--- src/hw/rtl/thpid_pkg.sv ---
// Package for the heading PID regulator: field widths, register indexes,
// reset values and fixed-point constants. No dependencies.
`default_nettype none

package thpid_pkg;

  localparam int HEAD_W     = 24;
  localparam int ELAPSED_W  = 16;
  localparam int DRIVE_W    = 15;
  localparam int MV_W       = 14;
  localparam int GAIN_W     = 20;
  localparam int SCALE_W    = 16;
  localparam int ACC_W      = 40;
  localparam int CFG_IDX_W  = 3;
  localparam int CFG_DATA_W = 24;
  localparam int SUM_W      = 62;
  localparam int CNT_W      = 5;
  localparam int GOAL_BITS  = 16;
  localparam int MUL_BITS   = 20;
  localparam int GOAL_FRAC  = 15;
  localparam int DRIVE_FRAC = 16;

  typedef enum logic [CFG_IDX_W-1:0] {
    CFG_TARGET_ANGLE  = 3'd0,
    CFG_MAX_MV        = 3'd1,
    CFG_MIN_MV        = 3'd2,
    CFG_ACCURATE_MODE = 3'd3,
    CFG_GAIN_P        = 3'd4,
    CFG_GAIN_I        = 3'd5,
    CFG_GAIN_D        = 3'd6,
    CFG_TARGET_SCALE  = 3'd7
  } cfg_idx_t;

  localparam logic [MV_W-1:0]    MAX_MV_RST       = 14'd12000;
  localparam logic [GAIN_W-1:0]  GAIN_P_RST       = 20'd40960;
  localparam logic [GAIN_W-1:0]  GAIN_D_RST       = 20'd245760;
  localparam logic [SCALE_W-1:0] TARGET_SCALE_RST = 16'd16320;

  localparam logic [ELAPSED_W-1:0]     TIMEOUT_MS    = 16'd1200;
  localparam logic signed [HEAD_W-1:0] DONE_BAND     = 24'sd256;
  localparam logic signed [HEAD_W-1:0] DONE_BAND_NEG = -24'sd256;

  localparam logic [SUM_W-1:0] GOAL_ROUND  = SUM_W'(64'd1 << (GOAL_FRAC - 1));
  localparam logic [SUM_W-1:0] DRIVE_ROUND = SUM_W'(64'd1 << (DRIVE_FRAC - 1));

endpackage

`default_nettype wire

--- src/hw/rtl/thpid_if.sv ---
// Valid/ready channel interfaces for the heading PID regulator.
// Depends on thpid_pkg for the field widths.
`default_nettype none

interface thpid_in_if;
  logic                                     valid;
  logic                                     ready;
  logic                                     req_type;
  logic signed [thpid_pkg::HEAD_W-1:0]      heading;
  logic        [thpid_pkg::ELAPSED_W-1:0]   elapsed_ms;

  modport source (output valid, req_type, heading, elapsed_ms, input ready);
  modport sink (input valid, req_type, heading, elapsed_ms, output ready);
endinterface

interface thpid_out_if;
  logic                                     valid;
  logic                                     ready;
  logic signed [thpid_pkg::DRIVE_W-1:0]     drive_mv;
  logic                                     stop_now;
  logic                                     running;

  modport source (output valid, drive_mv, stop_now, running, input ready);
  modport sink (input valid, drive_mv, stop_now, running, output ready);
endinterface

`default_nettype wire

--- src/hw/rtl/turn_heading_pid.sv ---
// Heading PID regulator, top level, with a bit-serial shift-add multiplier.
// Depends on thpid_pkg and the channel interfaces in thpid_if.sv.
//
// Usage: configuration registers are written through cfg_we, cfg_index and
// cfg_wdata while the block is idle. Items arrive on in_ch; each produces one
// result on out_ch. A start item records the heading and arms the loop; a
// sample item runs one PID step when armed and returns the left drive in millivolts.
// A start item or an unarmed sample goes from idle straight to the final state;
// an armed sample passes through the prep and multiply states, in fast mode
// after the goal state. A new item can be taken in the cycle after the result
// is registered, so no two items are worked on at once. The shared multiplier
// retires one bit per cycle: 20 gain bits for each of the three terms, plus
// 16 scale bits for the fast-mode target.
// Reset (synchronous, rst_n low) disarms the loop, clears the integral, the
// last error and the start heading, and loads the register defaults.
// The result sits in an output register; if the receiver stalls, the next
// item may still be taken and worked on, and it waits for the transfer of
// the earlier result before its own is registered.
`default_nettype none

module turn_heading_pid (
  input  wire logic                                clk,
  input  wire logic                                rst_n,
  thpid_in_if.sink                                 in_ch,
  thpid_out_if.source                              out_ch,
  input  wire logic                                cfg_we,
  input  wire logic [thpid_pkg::CFG_IDX_W-1:0]     cfg_index,
  input  wire logic [thpid_pkg::CFG_DATA_W-1:0]    cfg_wdata
);

  typedef enum logic [4:0] {
    ST_IDLE = 5'b00001,
    ST_GOAL = 5'b00010,
    ST_PREP = 5'b00100,
    ST_MUL  = 5'b01000,
    ST_FIN  = 5'b10000
  } state_t;

  typedef enum logic [1:0] {
    KIND_START = 2'd0,
    KIND_NONE  = 2'd1,
    KIND_PID   = 2'd2
  } kind_t;

  typedef enum logic [1:0] {
    TERM_P = 2'd0,
    TERM_I = 2'd1,
    TERM_D = 2'd2
  } term_t;

  localparam int HW = thpid_pkg::HEAD_W;
  localparam int AW = thpid_pkg::ACC_W;
  localparam int SW = thpid_pkg::SUM_W;
  localparam int DW = SW - thpid_pkg::DRIVE_FRAC;
  localparam int GW = HW + 2;

  // Control and architectural state.
  state_t                                   state_r, state_nxt;
  logic                                     armed_r, armed_nxt;
  logic                                     out_valid_r, out_valid_nxt;
  logic signed [HW-1:0]                     start_r, start_nxt;
  logic signed [AW-1:0]                     acc_r, acc_nxt;
  logic signed [HW-1:0]                     last_r, last_nxt;
  logic [thpid_pkg::CNT_W-1:0]              cnt_r, cnt_nxt;
  term_t                                    term_r, term_nxt;

  // Configuration registers.
  logic signed [HW-1:0]                     target_r, target_nxt;
  logic [thpid_pkg::MV_W-1:0]               max_mv_r, max_mv_nxt;
  logic [thpid_pkg::MV_W-1:0]               min_mv_r, min_mv_nxt;
  logic                                     accurate_r, accurate_nxt;
  logic [thpid_pkg::GAIN_W-1:0]             gain_p_r, gain_p_nxt;
  logic [thpid_pkg::GAIN_W-1:0]             gain_i_r, gain_i_nxt;
  logic [thpid_pkg::GAIN_W-1:0]             gain_d_r, gain_d_nxt;
  logic [thpid_pkg::SCALE_W-1:0]            scale_r, scale_nxt;

  // Datapath registers.
  logic [SW-1:0]                            mcand_r, mcand_nxt;
  logic [thpid_pkg::GAIN_W-1:0]             mplier_r, mplier_nxt;
  logic [SW-1:0]                            sum_r, sum_nxt;
  kind_t                                    kind_r, kind_nxt;
  logic signed [HW-1:0]                     err_r, err_nxt;
  logic signed [HW:0]                       deriv_r, deriv_nxt;
  logic signed [HW-1:0]                     heading_r, heading_nxt;
  logic [thpid_pkg::ELAPSED_W-1:0]          elapsed_r, elapsed_nxt;
  logic signed [thpid_pkg::DRIVE_W-1:0]     out_drive_r, out_drive_nxt;
  logic                                     out_stop_r, out_stop_nxt;
  logic                                     out_run_r, out_run_nxt;

  // Combinational datapath.
  logic                                     in_fire;
  logic                                     out_free;
  logic [SW-1:0]                            sum_step;
  logic signed [GW-1:0]                     goal_w;
  logic signed [HW:0]                       turned_w;
  logic signed [GW:0]                       diff_w;
  logic signed [HW-1:0]                     err_w;
  logic signed [AW:0]                       acc_sum_w;
  logic signed [AW-1:0]                     acc_sat_w;
  logic                                     sign_change_w;
  logic signed [DW-1:0]                     drive_raw_w;
  logic signed [DW-1:0]                     mn_w;
  logic signed [DW-1:0]                     mx_w;
  logic signed [DW-1:0]                     clamped_w;
  logic                                     in_band_w;
  logic                                     stop_w;

  assign in_fire  = in_ch.valid && in_ch.ready;
  assign out_free = !out_valid_r || out_ch.ready;
  assign sum_step = sum_r + (mplier_r[0] ? mcand_r : '0);

  assign in_ch.ready     = (state_r == ST_IDLE);
  assign out_ch.valid    = out_valid_r;
  assign out_ch.drive_mv = out_drive_r;
  assign out_ch.stop_now = out_stop_r;
  assign out_ch.running  = out_run_r;

  always_comb begin
    goal_w   = accurate_r ? {{2{target_r[HW-1]}}, target_r}
                          : sum_r[GW+thpid_pkg::GOAL_FRAC-1:thpid_pkg::GOAL_FRAC];
    turned_w = {heading_r[HW-1], heading_r} - {start_r[HW-1], start_r};
    diff_w   = {goal_w[GW-1], goal_w} - {{2{turned_w[HW]}}, turned_w};
    if ((diff_w[GW:HW-1] == '0) || (diff_w[GW:HW-1] == '1)) begin
      err_w = diff_w[HW-1:0];
    end else if (diff_w[GW]) begin
      err_w = {1'b1, {(HW-1){1'b0}}};
    end else begin
      err_w = {1'b0, {(HW-1){1'b1}}};
    end
    acc_sum_w = {acc_r[AW-1], acc_r} + {{(AW-HW+1){err_w[HW-1]}}, err_w};
    if (acc_sum_w[AW] == acc_sum_w[AW-1]) begin
      acc_sat_w = acc_sum_w[AW-1:0];
    end else if (acc_sum_w[AW]) begin
      acc_sat_w = {1'b1, {(AW-1){1'b0}}};
    end else begin
      acc_sat_w = {1'b0, {(AW-1){1'b1}}};
    end
    sign_change_w = (err_w[HW-1] != last_r[HW-1]) || ((err_w == '0) != (last_r == '0));
  end

  always_comb begin
    drive_raw_w = sum_r[SW-1:thpid_pkg::DRIVE_FRAC];
    mn_w        = $signed({{(DW-thpid_pkg::MV_W){1'b0}}, min_mv_r});
    mx_w        = $signed({{(DW-thpid_pkg::MV_W){1'b0}}, max_mv_r});
    clamped_w   = drive_raw_w;
    if (drive_raw_w > $signed(DW'(0))) begin
      if (clamped_w < mn_w) begin
        clamped_w = mn_w;
      end
      if (clamped_w > mx_w) begin
        clamped_w = mx_w;
      end
    end else if (drive_raw_w < $signed(DW'(0))) begin
      if (clamped_w > -mn_w) begin
        clamped_w = -mn_w;
      end
      if (clamped_w < -mx_w) begin
        clamped_w = -mx_w;
      end
    end
    in_band_w = (err_r <= thpid_pkg::DONE_BAND)
             && (!accurate_r || (err_r >= thpid_pkg::DONE_BAND_NEG));
    stop_w    = ((clamped_w <= mn_w) && (clamped_w >= -mn_w) && in_band_w)
             || (elapsed_r >= thpid_pkg::TIMEOUT_MS);
  end

  always_comb begin
    state_nxt     = state_r;
    armed_nxt     = armed_r;
    out_valid_nxt = out_valid_r && !out_ch.ready;
    start_nxt     = start_r;
    acc_nxt       = acc_r;
    last_nxt      = last_r;
    cnt_nxt       = cnt_r;
    term_nxt      = term_r;
    target_nxt    = target_r;
    max_mv_nxt    = max_mv_r;
    min_mv_nxt    = min_mv_r;
    accurate_nxt  = accurate_r;
    gain_p_nxt    = gain_p_r;
    gain_i_nxt    = gain_i_r;
    gain_d_nxt    = gain_d_r;
    scale_nxt     = scale_r;
    mcand_nxt     = mcand_r;
    mplier_nxt    = mplier_r;
    sum_nxt       = sum_r;
    kind_nxt      = kind_r;
    err_nxt       = err_r;
    deriv_nxt     = deriv_r;
    heading_nxt   = heading_r;
    elapsed_nxt   = elapsed_r;
    out_drive_nxt = out_drive_r;
    out_stop_nxt  = out_stop_r;
    out_run_nxt   = out_run_r;

    if (cfg_we) begin
      unique case (cfg_index)
        thpid_pkg::CFG_TARGET_ANGLE:  target_nxt   = cfg_wdata[HW-1:0];
        thpid_pkg::CFG_MAX_MV:        max_mv_nxt   = cfg_wdata[thpid_pkg::MV_W-1:0];
        thpid_pkg::CFG_MIN_MV:        min_mv_nxt   = cfg_wdata[thpid_pkg::MV_W-1:0];
        thpid_pkg::CFG_ACCURATE_MODE: accurate_nxt = cfg_wdata[0];
        thpid_pkg::CFG_GAIN_P:        gain_p_nxt   = cfg_wdata[thpid_pkg::GAIN_W-1:0];
        thpid_pkg::CFG_GAIN_I:        gain_i_nxt   = cfg_wdata[thpid_pkg::GAIN_W-1:0];
        thpid_pkg::CFG_GAIN_D:        gain_d_nxt   = cfg_wdata[thpid_pkg::GAIN_W-1:0];
        thpid_pkg::CFG_TARGET_SCALE:  scale_nxt    = cfg_wdata[thpid_pkg::SCALE_W-1:0];
      endcase
    end

    unique case (state_r)
      ST_IDLE: begin
        if (in_fire) begin
          heading_nxt = in_ch.heading;
          elapsed_nxt = in_ch.elapsed_ms;
          cnt_nxt     = '0;
          mcand_nxt   = {{(SW-HW){target_r[HW-1]}}, target_r};
          mplier_nxt  = {{(thpid_pkg::GAIN_W-thpid_pkg::SCALE_W){1'b0}}, scale_r};
          sum_nxt     = thpid_pkg::GOAL_ROUND;
          if (!in_ch.req_type) begin
            start_nxt = in_ch.heading;
            armed_nxt = 1'b1;
            kind_nxt  = KIND_START;
            state_nxt = ST_FIN;
          end else if (!armed_r) begin
            kind_nxt  = KIND_NONE;
            state_nxt = ST_FIN;
          end else begin
            kind_nxt  = KIND_PID;
            state_nxt = accurate_r ? ST_PREP : ST_GOAL;
          end
        end
      end
      ST_GOAL: begin
        sum_nxt    = sum_step;
        mcand_nxt  = {mcand_r[SW-2:0], 1'b0};
        mplier_nxt = mplier_r >> 1;
        cnt_nxt    = cnt_r + 1'b1;
        if (cnt_r == thpid_pkg::CNT_W'(thpid_pkg::GOAL_BITS - 1)) begin
          state_nxt = ST_PREP;
        end
      end
      ST_PREP: begin
        err_nxt    = err_w;
        deriv_nxt  = {err_w[HW-1], err_w} - {last_r[HW-1], last_r};
        acc_nxt    = sign_change_w ? '0 : acc_sat_w;
        last_nxt   = err_w;
        mcand_nxt  = {{(SW-HW){err_w[HW-1]}}, err_w};
        mplier_nxt = gain_p_r;
        sum_nxt    = thpid_pkg::DRIVE_ROUND;
        cnt_nxt    = '0;
        term_nxt   = TERM_P;
        state_nxt  = ST_MUL;
      end
      ST_MUL: begin
        sum_nxt    = sum_step;
        mcand_nxt  = {mcand_r[SW-2:0], 1'b0};
        mplier_nxt = mplier_r >> 1;
        cnt_nxt    = cnt_r + 1'b1;
        if (cnt_r == thpid_pkg::CNT_W'(thpid_pkg::MUL_BITS - 1)) begin
          cnt_nxt = '0;
          unique case (term_r)
            TERM_P: begin
              term_nxt   = TERM_I;
              mcand_nxt  = {{(SW-AW){acc_r[AW-1]}}, acc_r};
              mplier_nxt = gain_i_r;
            end
            TERM_I: begin
              term_nxt   = TERM_D;
              mcand_nxt  = {{(SW-HW-1){deriv_r[HW]}}, deriv_r};
              mplier_nxt = gain_d_r;
            end
            default: begin
              state_nxt = ST_FIN;
            end
          endcase
        end
      end
      ST_FIN: begin
        if (out_free) begin
          out_valid_nxt = 1'b1;
          state_nxt     = ST_IDLE;
          unique case (kind_r)
            KIND_START: begin
              out_drive_nxt = '0;
              out_stop_nxt  = 1'b0;
              out_run_nxt   = 1'b1;
            end
            KIND_PID: begin
              out_drive_nxt = stop_w ? '0 : clamped_w[thpid_pkg::DRIVE_W-1:0];
              out_stop_nxt  = stop_w;
              out_run_nxt   = !stop_w;
              if (stop_w) begin
                armed_nxt = 1'b0;
              end
            end
            default: begin
              out_drive_nxt = '0;
              out_stop_nxt  = 1'b0;
              out_run_nxt   = 1'b0;
            end
          endcase
        end
      end
    endcase
  end

  always_ff @(posedge clk) begin
    if (!rst_n) begin
      state_r     <= ST_IDLE;
      armed_r     <= 1'b0;
      out_valid_r <= 1'b0;
      start_r     <= '0;
      acc_r       <= '0;
      last_r      <= '0;
      cnt_r       <= '0;
      term_r      <= TERM_P;
      target_r    <= '0;
      max_mv_r    <= thpid_pkg::MAX_MV_RST;
      min_mv_r    <= '0;
      accurate_r  <= 1'b1;
      gain_p_r    <= thpid_pkg::GAIN_P_RST;
      gain_i_r    <= '0;
      gain_d_r    <= thpid_pkg::GAIN_D_RST;
      scale_r     <= thpid_pkg::TARGET_SCALE_RST;
    end else begin
      state_r     <= state_nxt;
      armed_r     <= armed_nxt;
      out_valid_r <= out_valid_nxt;
      start_r     <= start_nxt;
      acc_r       <= acc_nxt;
      last_r      <= last_nxt;
      cnt_r       <= cnt_nxt;
      term_r      <= term_nxt;
      target_r    <= target_nxt;
      max_mv_r    <= max_mv_nxt;
      min_mv_r    <= min_mv_nxt;
      accurate_r  <= accurate_nxt;
      gain_p_r    <= gain_p_nxt;
      gain_i_r    <= gain_i_nxt;
      gain_d_r    <= gain_d_nxt;
      scale_r     <= scale_nxt;
    end
  end

  always_ff @(posedge clk) begin
    mcand_r     <= mcand_nxt;
    mplier_r    <= mplier_nxt;
    sum_r       <= sum_nxt;
    kind_r      <= kind_nxt;
    err_r       <= err_nxt;
    deriv_r     <= deriv_nxt;
    heading_r   <= heading_nxt;
    elapsed_r   <= elapsed_nxt;
    out_drive_r <= out_drive_nxt;
    out_stop_r  <= out_stop_nxt;
    out_run_r   <= out_run_nxt;
  end

  // A result is only registered on leaving the final state.
  a_valid_from_fin: assert property (@(posedge clk) disable iff (!rst_n)
    $rose(out_valid_r) |-> $past(state_r == ST_FIN))
    else $error("result registered outside the final state");

  // A stopping result brakes and reports the loop as no longer running.
  a_stop_brakes: assert property (@(posedge clk) disable iff (!rst_n)
    (out_valid_r && out_stop_r) |-> (out_drive_r == '0) && !out_run_r)
    else $error("stopping result with drive or still running");

  // The loop is disarmed only by a stopping result.
  a_disarm_on_stop: assert property (@(posedge clk) disable iff (!rst_n)
    ($past(rst_n) && $fell(armed_r)) |-> (out_valid_r && out_stop_r))
    else $error("loop disarmed without a stopping result");

  // The bit counter never passes the gain width while multiplying.
  a_mul_count: assert property (@(posedge clk) disable iff (!rst_n)
    (state_r == ST_MUL) |-> (cnt_r < thpid_pkg::CNT_W'(thpid_pkg::MUL_BITS)))
    else $error("multiplier bit counter out of range");

endmodule

`default_nettype wire

--- src/flat_wrapper.sv ---
// flat-port wrapper written by rule: the top's interface ports become plain ports
module turn_heading_pid_flat 
  (clk, rst_n, cfg_we, cfg_index, cfg_wdata, in_ch_valid, in_ch_req_type, in_ch_heading, in_ch_elapsed_ms, in_ch_ready, out_ch_valid, out_ch_drive_mv, out_ch_stop_now, out_ch_running, out_ch_ready);
  thpid_in_if in_ch_i ();
  thpid_out_if out_ch_i ();
  input  wire logic clk;
  input  wire logic rst_n;
  input  wire logic cfg_we;
  input  wire logic [thpid_pkg::CFG_IDX_W-1:0] cfg_index;
  input  wire logic [thpid_pkg::CFG_DATA_W-1:0] cfg_wdata;
  input wire logic [$bits(in_ch_i.valid)-1:0] in_ch_valid;
  input wire logic [$bits(in_ch_i.req_type)-1:0] in_ch_req_type;
  input wire logic [$bits(in_ch_i.heading)-1:0] in_ch_heading;
  input wire logic [$bits(in_ch_i.elapsed_ms)-1:0] in_ch_elapsed_ms;
  output wire logic [$bits(in_ch_i.ready)-1:0] in_ch_ready;
  output wire logic [$bits(out_ch_i.valid)-1:0] out_ch_valid;
  output wire logic [$bits(out_ch_i.drive_mv)-1:0] out_ch_drive_mv;
  output wire logic [$bits(out_ch_i.stop_now)-1:0] out_ch_stop_now;
  output wire logic [$bits(out_ch_i.running)-1:0] out_ch_running;
  input wire logic [$bits(out_ch_i.ready)-1:0] out_ch_ready;
  assign in_ch_i.valid = in_ch_valid;
  assign in_ch_i.req_type = in_ch_req_type;
  assign in_ch_i.heading = in_ch_heading;
  assign in_ch_i.elapsed_ms = in_ch_elapsed_ms;
  assign in_ch_ready = in_ch_i.ready;
  assign out_ch_valid = out_ch_i.valid;
  assign out_ch_drive_mv = out_ch_i.drive_mv;
  assign out_ch_stop_now = out_ch_i.stop_now;
  assign out_ch_running = out_ch_i.running;
  assign out_ch_i.ready = out_ch_ready;
  turn_heading_pid u_core (.clk(clk), .rst_n(rst_n), .in_ch(in_ch_i), .out_ch(out_ch_i), .cfg_we(cfg_we), .cfg_index(cfg_index), .cfg_wdata(cfg_wdata));
endmodule
--- config.mk ---
export PLATFORM = sky130hd
export DESIGN_NAME = turn_heading_pid_flat
export DESIGN_NICKNAME = d
export VERILOG_FILES = /design/src/hw/rtl/thpid_pkg.sv /design/src/hw/rtl/thpid_if.sv /design/src/hw/rtl/turn_heading_pid.sv /design/src/flat_wrapper.sv
export SDC_FILE = /design/constraint.sdc
export NUM_CORES = 1
export LEC_CHECK = 0
export BUFFER_PORTS_ARGS = -buffer_cell sky130_fd_sc_hd__buf_4
export CAP_MARGIN = 20
export CORE_ASPECT_RATIO = 1.2
export CORE_MARGIN = 5
export CORE_UTILIZATION = 40
export DETAILED_ROUTE_END_ITERATION = 12
export HOLD_SLACK_MARGIN = 0.05
export PLACE_DENSITY = 0.58
export SYNTH_ARGS = -nofsm -noshare
export SYNTH_HDL_FRONTEND = slang
export SYNTH_SLANG_ARGS = --single-unit
--- constraint.sdc ---
create_clock -name clk -period 14.9 [get_ports clk]
set_input_delay 2.98 -clock clk [delete_from_list [all_inputs] [get_ports clk]]
set_output_delay 2.98 -clock clk [all_outputs]
set_load 0.1 [all_outputs]
==> Yosys cells after proc, flatten, opt, wreduce, memory -nomap -nowiden <==
Cells that the tools add are included.
{ "word_totals": {"word_cells": 171, "register_bits": 483, "output_inout_bits": 19, "inputBits": 73} }
{ "classes": {"add_sub_neg": 8, "n_bitwise": 2, "n_reduce_logical": 43, "n_lt_le_gt_ge": 11, "mux": 51, "n_eq_ne": 29} }
{ "op_table": {"columns": ["operator", "n"], "rows": [
  ["$mux 46", 9],
  ["$mux 62", 4],
  ["$pmux 62 s4", 1],
  ["$pmux 62 s3", 1],
  ["$pmux 62 s2", 1],
  ["$mux 40", 3],
  ["$neg 14->46", 2],
  ["$pmux 20 s4", 1],
  ["$add 62x62->62", 1],
  ["$sub 24x24->25", 2],
  ["$logic_not 24->1", 2],
  ["$mux 24", 2],
  ["$ge 46x46->1", 1],
  ["$gt 46x1->1 const B", 1],
  ["$gt 46x15->1", 1],
  ["$gt 46x46->1", 1],
  ["$le 46x15->1", 1],
  ["$lt 46x1->1 const B", 1],
  ["$lt 46x15->1", 1],
  ["$lt 46x46->1", 1],
  ["$mux 5", 9],
  ["$add 40x24->41", 1],
  ["$mux 20", 2],
  ["$pmux 20 s2", 1],
  ["other kinds (44)", 94]
]} }

==> Depth between registers and ports, before layout <==
{ "logic_depth": {"ltp_word": 17, "ltp_mapped": 60, "mapped_depth_nobuf": 52} }

==> Worst setup path after synthesis <==
OpenSTA, ideal clock, no wires.
{ "synth_path": {"kind": "flip-flop to flip-flop", "startpoint": "register u_core.min_mv_r[0] (netlist bit)", "endpoint": "register u_core.out_drive_r, in the netlist u_core.out_ch.drive_mv[12], data pin", "arrival_time_ns": 11.778, "slack_ns": 2.867, "stages_incl_launch_ff": 60, "required_ns": 14.645, "n_path_buf": 11, "setup_time_ns": 0.255, "period_less_slack_ns": 12.033, "cell_sequence": "dfxtp_1 buf_2 inv_1 ha_1 clkbuf_1 nor3b_2 nand4_2 clkinv_2 clkbuf_1 buf_1 ha_1 inv_1 nor4_1 mux2i_1 nor4_4 a211oi_1 o21ai_1 nor3_1 (+24 left out) a21o_1 a21oi_1 nor2b_1 o31a_1 o21a_1 o21a_1 o21a_1 o21a_1 o21ai_0 nand2b_1 a21oi_1 nor2b_1 o22ai_1 nor4b_1 nand4_1 o31a_1 or3_1 and3_1"} }
{ "synth_between": {"elab_chain_len": 14, "elab_cells_between_ends": 20, "cone_classes": "add/sub (1); order compare (6); mux (9); reduce/logical (4)"} }
{ "synth_lines": {"columns": ["item", "line_no", "source"], "rows": [
  ["start: declaration", "turn_heading_pid.sv:70", "logic [thpid_pkg::MV_W-1:0] min_mv_r, min_mv_nxt;"],
  ["start signal: assignment", "turn_heading_pid.sv:335", "min_mv_r <= min_mv_nxt;"],
  ["$neg 14->46", "turn_heading_pid.sv:154, turn_heading_pid.sv:155", null],
  ["$gt 46x46->1", "turn_heading_pid.sv:154", "if (clamped_w > -mn_w) begin"],
  ["$mux 46", "turn_heading_pid.sv:154", null],
  ["$mux 46", "turn_heading_pid.sv:153", "end else if (drive_raw_w < $signed(DW'(0))) begin"],
  ["$mux 46", "turn_heading_pid.sv:146", "if (drive_raw_w > $signed(DW'(0))) begin"],
  ["$lt 46x46->1", "turn_heading_pid.sv:157", "if (clamped_w < -mx_w) begin"],
  ["$mux 46", "turn_heading_pid.sv:157", null],
  ["$mux 46", "turn_heading_pid.sv:153", null],
  ["$mux 46 *", "turn_heading_pid.sv:146", null],
  ["named net u_core.clamped_w[3]", "turn_heading_pid.sv:104", "logic signed [DW-1:0] clamped_w;"],
  ["$le 46x15->1 / $ge 46x46->1 (equally long branches)", "turn_heading_pid.sv:163", "stop_w = ((clamped_w <= mn_w) && (clamped_w >= -mn_w) && in_band_w)"],
  ["$logic_and 1x1->1 * (2 in series)", "turn_heading_pid.sv:163", null],
  ["$logic_or 1x1->1 *", "turn_heading_pid.sv:164", "|| (elapsed_r >= thpid_pkg::TIMEOUT_MS);"],
  ["$reduce_or 2->1 (no line) *", null, null],
  ["end signal: assignment", "turn_heading_pid.sv:353", "out_drive_r <= out_drive_nxt;"],
  ["end: declaration", "turn_heading_pid.sv:86", "logic signed [thpid_pkg::DRIVE_W-1:0] out_drive_r, out_drive_nxt;"]
]} }
The timed path passes the listed nets; every way through them passes the cells marked *. The select of a mux whose other input is x is not followed.
A chain may end at the register's enable or synchronous reset.

==> Worst setup path in the final report <==
{ "layout_path": {"startpoint": "register u_core.min_mv_r[1] (netlist bit)", "endpoint": "register u_core.out_run_r, in the netlist u_core.out_ch.running, data pin"} }
{ "layout_between": {"elab_chain_len": 15, "elab_cells_between_ends": 21, "cone_classes": "add/sub (1); order compare (6); mux (10); reduce/logical (4)"} }
{ "layout_lines": {"columns": ["item", "line_no", "source"], "rows": [
  ["$neg 14->46", "turn_heading_pid.sv:154, turn_heading_pid.sv:155", null],
  ["$gt 46x46->1", "turn_heading_pid.sv:154", null],
  ["$mux 46", "turn_heading_pid.sv:154", null],
  ["$mux 46", "turn_heading_pid.sv:153", null],
  ["$mux 46", "turn_heading_pid.sv:146", null],
  ["$lt 46x46->1", "turn_heading_pid.sv:157", null],
  ["$mux 46", "turn_heading_pid.sv:157", null],
  ["$mux 46", "turn_heading_pid.sv:153", null],
  ["$mux 46 *", "turn_heading_pid.sv:146", null],
  ["named net u_core.clamped_w[2]", "turn_heading_pid.sv:104", null],
  ["$le 46x15->1 / $ge 46x46->1 (equally long branches)", "turn_heading_pid.sv:163", null],
  ["$logic_and 1x1->1 * (2 in series)", "turn_heading_pid.sv:163", null],
  ["$logic_or 1x1->1 *", "turn_heading_pid.sv:164", null],
  ["$logic_not 1->1 *", "turn_heading_pid.sv:290", "out_run_nxt = !stop_w;"],
  ["$pmux 1 s2 *", "turn_heading_pid.sv:281", "unique case (kind_r)"],
  ["end signal: assignment", "turn_heading_pid.sv:355", "out_run_r <= out_run_nxt;"],
  ["end: declaration", "turn_heading_pid.sv:88", "logic out_run_r, out_run_nxt;"]
]} }
Marks and branches as above.

==> out/results.ini <==
[run_status]
outcome = finished clean

[routing]
first_iter_violations = 2359
ant_nets = 0
vias = 30330
wl_per_cell_um = 22.3
viasPerCell = 5.76
routed_wl_um = 117000
first_pass_iters = 6
drcViolationCount = 0

[clock_tree]
clock_latency_ns = 0.62
cts_sinks = 479
cts-buffers-inserted = 51
hold_buffers = 0
max-clock-path-buffers = 3
cts_tree = done
cts_setup_buffers = 0
root_buffer = clkbuf_16
htree_levels = 2
cts_resized = 0
clkSlewWorstSetupHoldPaths_ns = 0.06

[layout]
area_delta_synth_final_pct = 11.0
final_nets = 4490
post-route-util_pct = 44.6
final_cell_area_um2 = 38400
drive_gt1_share_pct = 8.15
fin_cells = 5265

[timing]
hold_slack_ns = 0.463
rsz0062_at_grt = false
setup_violations = 0
fin_crit_ns = 13.31
slew_viol_final = 0
skew_ns = 0.0188
worst_pin_slew_ns = 1.18
max_freq_mhz = 75.2
post-route-period-util_pct = 89.3
fin_ws_ns = 1.59
fin_tns_setup_ns = 0
relSlewSlack_pct = 20.7
hold_viol = 0

[critical_path]
worstPathRequired_ns = 15.24
reg2reg_depth = 51
critPathLaunch = u_core.min_mv_r[1]
startpoint_type = flop
r2r-start = u_core.min_mv_r[1]
critical_path_buf_inv_count = 4
r2r-end = u_core.out_ch.running
path_max_fanout = 23
crit_path_max_incr_delay_ns = 0.67
end_kind = flop
worstPathArrival_ns = 13.65
r2r_setup_slack_ns = 1.59
path_common_cell = a21oi_1
path_class = flop to flop
critPathTopFamily = compound AO/OA/AOI/OAI gates
slowest_stage = or2_1

[global_route]
overflow = 0
grt_antenna_before_repair = 0
grtUsageTotal_pct = 24.3
grt_start_max_net_pins = 81
grt_pass1_vias = 29222
grt_first_pass_wirelength_um = 177000

[place]
place.port_buffers = 87
dp_worst_setup_slack_ns = 1.52
dpl.cell_count = 5164
placed_cell_area_um2 = 36500
place_congestion = 0.978
hpwl_um = 86400

[min_path]
hold_end = u_core.start_r[0]
min_from = u_core.start_r[0]
hp-class = flop to flop
holdPathStages = 2

[synthesis]
synth_edf_count = 248
async_reset_ff_share_pct = 0
yosysMostFrequentCell = nand2_1
syn_area_um2 = 34600
netlist.area_leader.share_pct = 21.5
seq_area_frac_synth_pct = 34.9
synth_commonest_cells = nand2_1 (586), nor2_1 (327), ha_1 (306)
synthFlopType = edfxtp_1
synth_area_per_cell_um2 = 8.53
synth_area_leaders = edfxtp_1 (22%), dfxtp_1 (13%), ha_1 (11%)
yosysTopAreaCell = edfxtp_1
ys_warn_count = 0
synth_seq_cells = 479
synthesis.nets = 4465
syn_inst = 4057
synth.distinct_cells = 97

[power_and_ir_drop]
ir_worst_vdd_uv = 98.5
power_density_nw_per_um2 = 116
p_leak_nw = 15.8
total_power_mw = 4.45

[die]
row_count = 118
io_pins = 92
chipHeight_um = 332
fp.coreArea_um2 = 86100
start_util_pct = 40.2
die-area_um2 = 92500
die_w_um = 278

[run]
drv_cap = 0

[area by class of cell]
type,instances,area (um^2)
Antenna cell,1,2.50
Clock buffer,62,1370
Clock inverter,33,422
Fill cell,8443,47700
Inverter,260,985
Multi-Input combinational cell,3131,20900
Sequential cell,479,12100
Tap cell,1140,1430
Timing Repair Buffer,159,1240
[metal layers]
metal	track usage (%)	routed length (um)	up-vias
li1	-	-	14627
met1	30.5	48200	14551
met2	41.7	56000	905
met3	2.38	5950	247
met4	12.4	7070	0
met5	0	0	-
[placed cells by master, fill, tap and decap left out, types with 55 or more instances in the layout]
cell	instances
and2_1	85
xnor2_1	97
edfxtp_1	248
a21boi_0	163
ha_1	306
nor2_1	321
o21ai_0	236
nand2_1	584
nor3_1	55
a21oi_1	257
buf_4	152
dfxtp_1	230
a21o_1	117
inv_1	257
nand3_1	80
[logic make-up after synthesis]
group,after synthesis,synth area share [%]
compound gates,1149,22.0
xor+xnor,141,3.59
fa+ha+maj,340,12.9
buf+inv,447,4.95
flops,479,34.9
mux,80,2.44
simple gates,1421,19.3
[tightest hold or removal path, stage by stage (launching register included)]
cell and delay, ns:
dfxtp_1 0.31, nand2_1 0.04, a21boi_0 0.06
[sequential cells by signal, summed over array words and instances (netlist names), 5 cells and up]
| name | count |
|---|---|
| u_core.scale_r | 16 |
| u_core.mplier_r | 20 |
| u_core.cnt_r | 5 |
| u_core.min_mv_r | 14 |
| u_core.mcand_r | 62 |
| u_core.start_r | 24 |
| u_core.deriv_r | 25 |
| u_core.heading_r | 24 |
| u_core.sum_r | 62 |
| u_core.last_r | 24 |
| u_core.gain_p_r | 20 |
| u_core.acc_r | 40 |
| u_core.gain_d_r | 20 |
| u_core.out_ch.drive_mv | 15 |
| u_core.gain_i_r | 20 |
| u_core.max_mv_r | 14 |
| u_core.state_r | 5 |
| u_core.target_r | 24 |
| u_core.err_r | 24 |
| u_core.elapsed_r | 12 |
[power by group]
group	switching [mW]	internal, mW	leakage (nW)
combinational	0.994	0.559	10.8
clock	0.569	0.798	0.872
sequential	0.0610	1.47	4.19
total	1.62	2.83	15.8
[how the worst max path moves through the flow]
stage / endpoint / depth (start not counted) / slack, ns
final: u_core.out_ch.running / 51 / 1.59
after detailed placement: u_core.out_ch.drive_mv[10] / 47 / 1.52
after CTS: u_core.out_ch.drive_mv[10] / 47 / 1.47
after floorplan: u_core.out_ch.drive_mv[12] / 59 / 2.87
after global routing: u_core.out_ch.drive_mv[14] / 51 / 0.98
after global placement: u_core.out_ch.drive_mv[12] / 47 / 1.79
No activity file was read; power rests on OpenSTA's default activity.
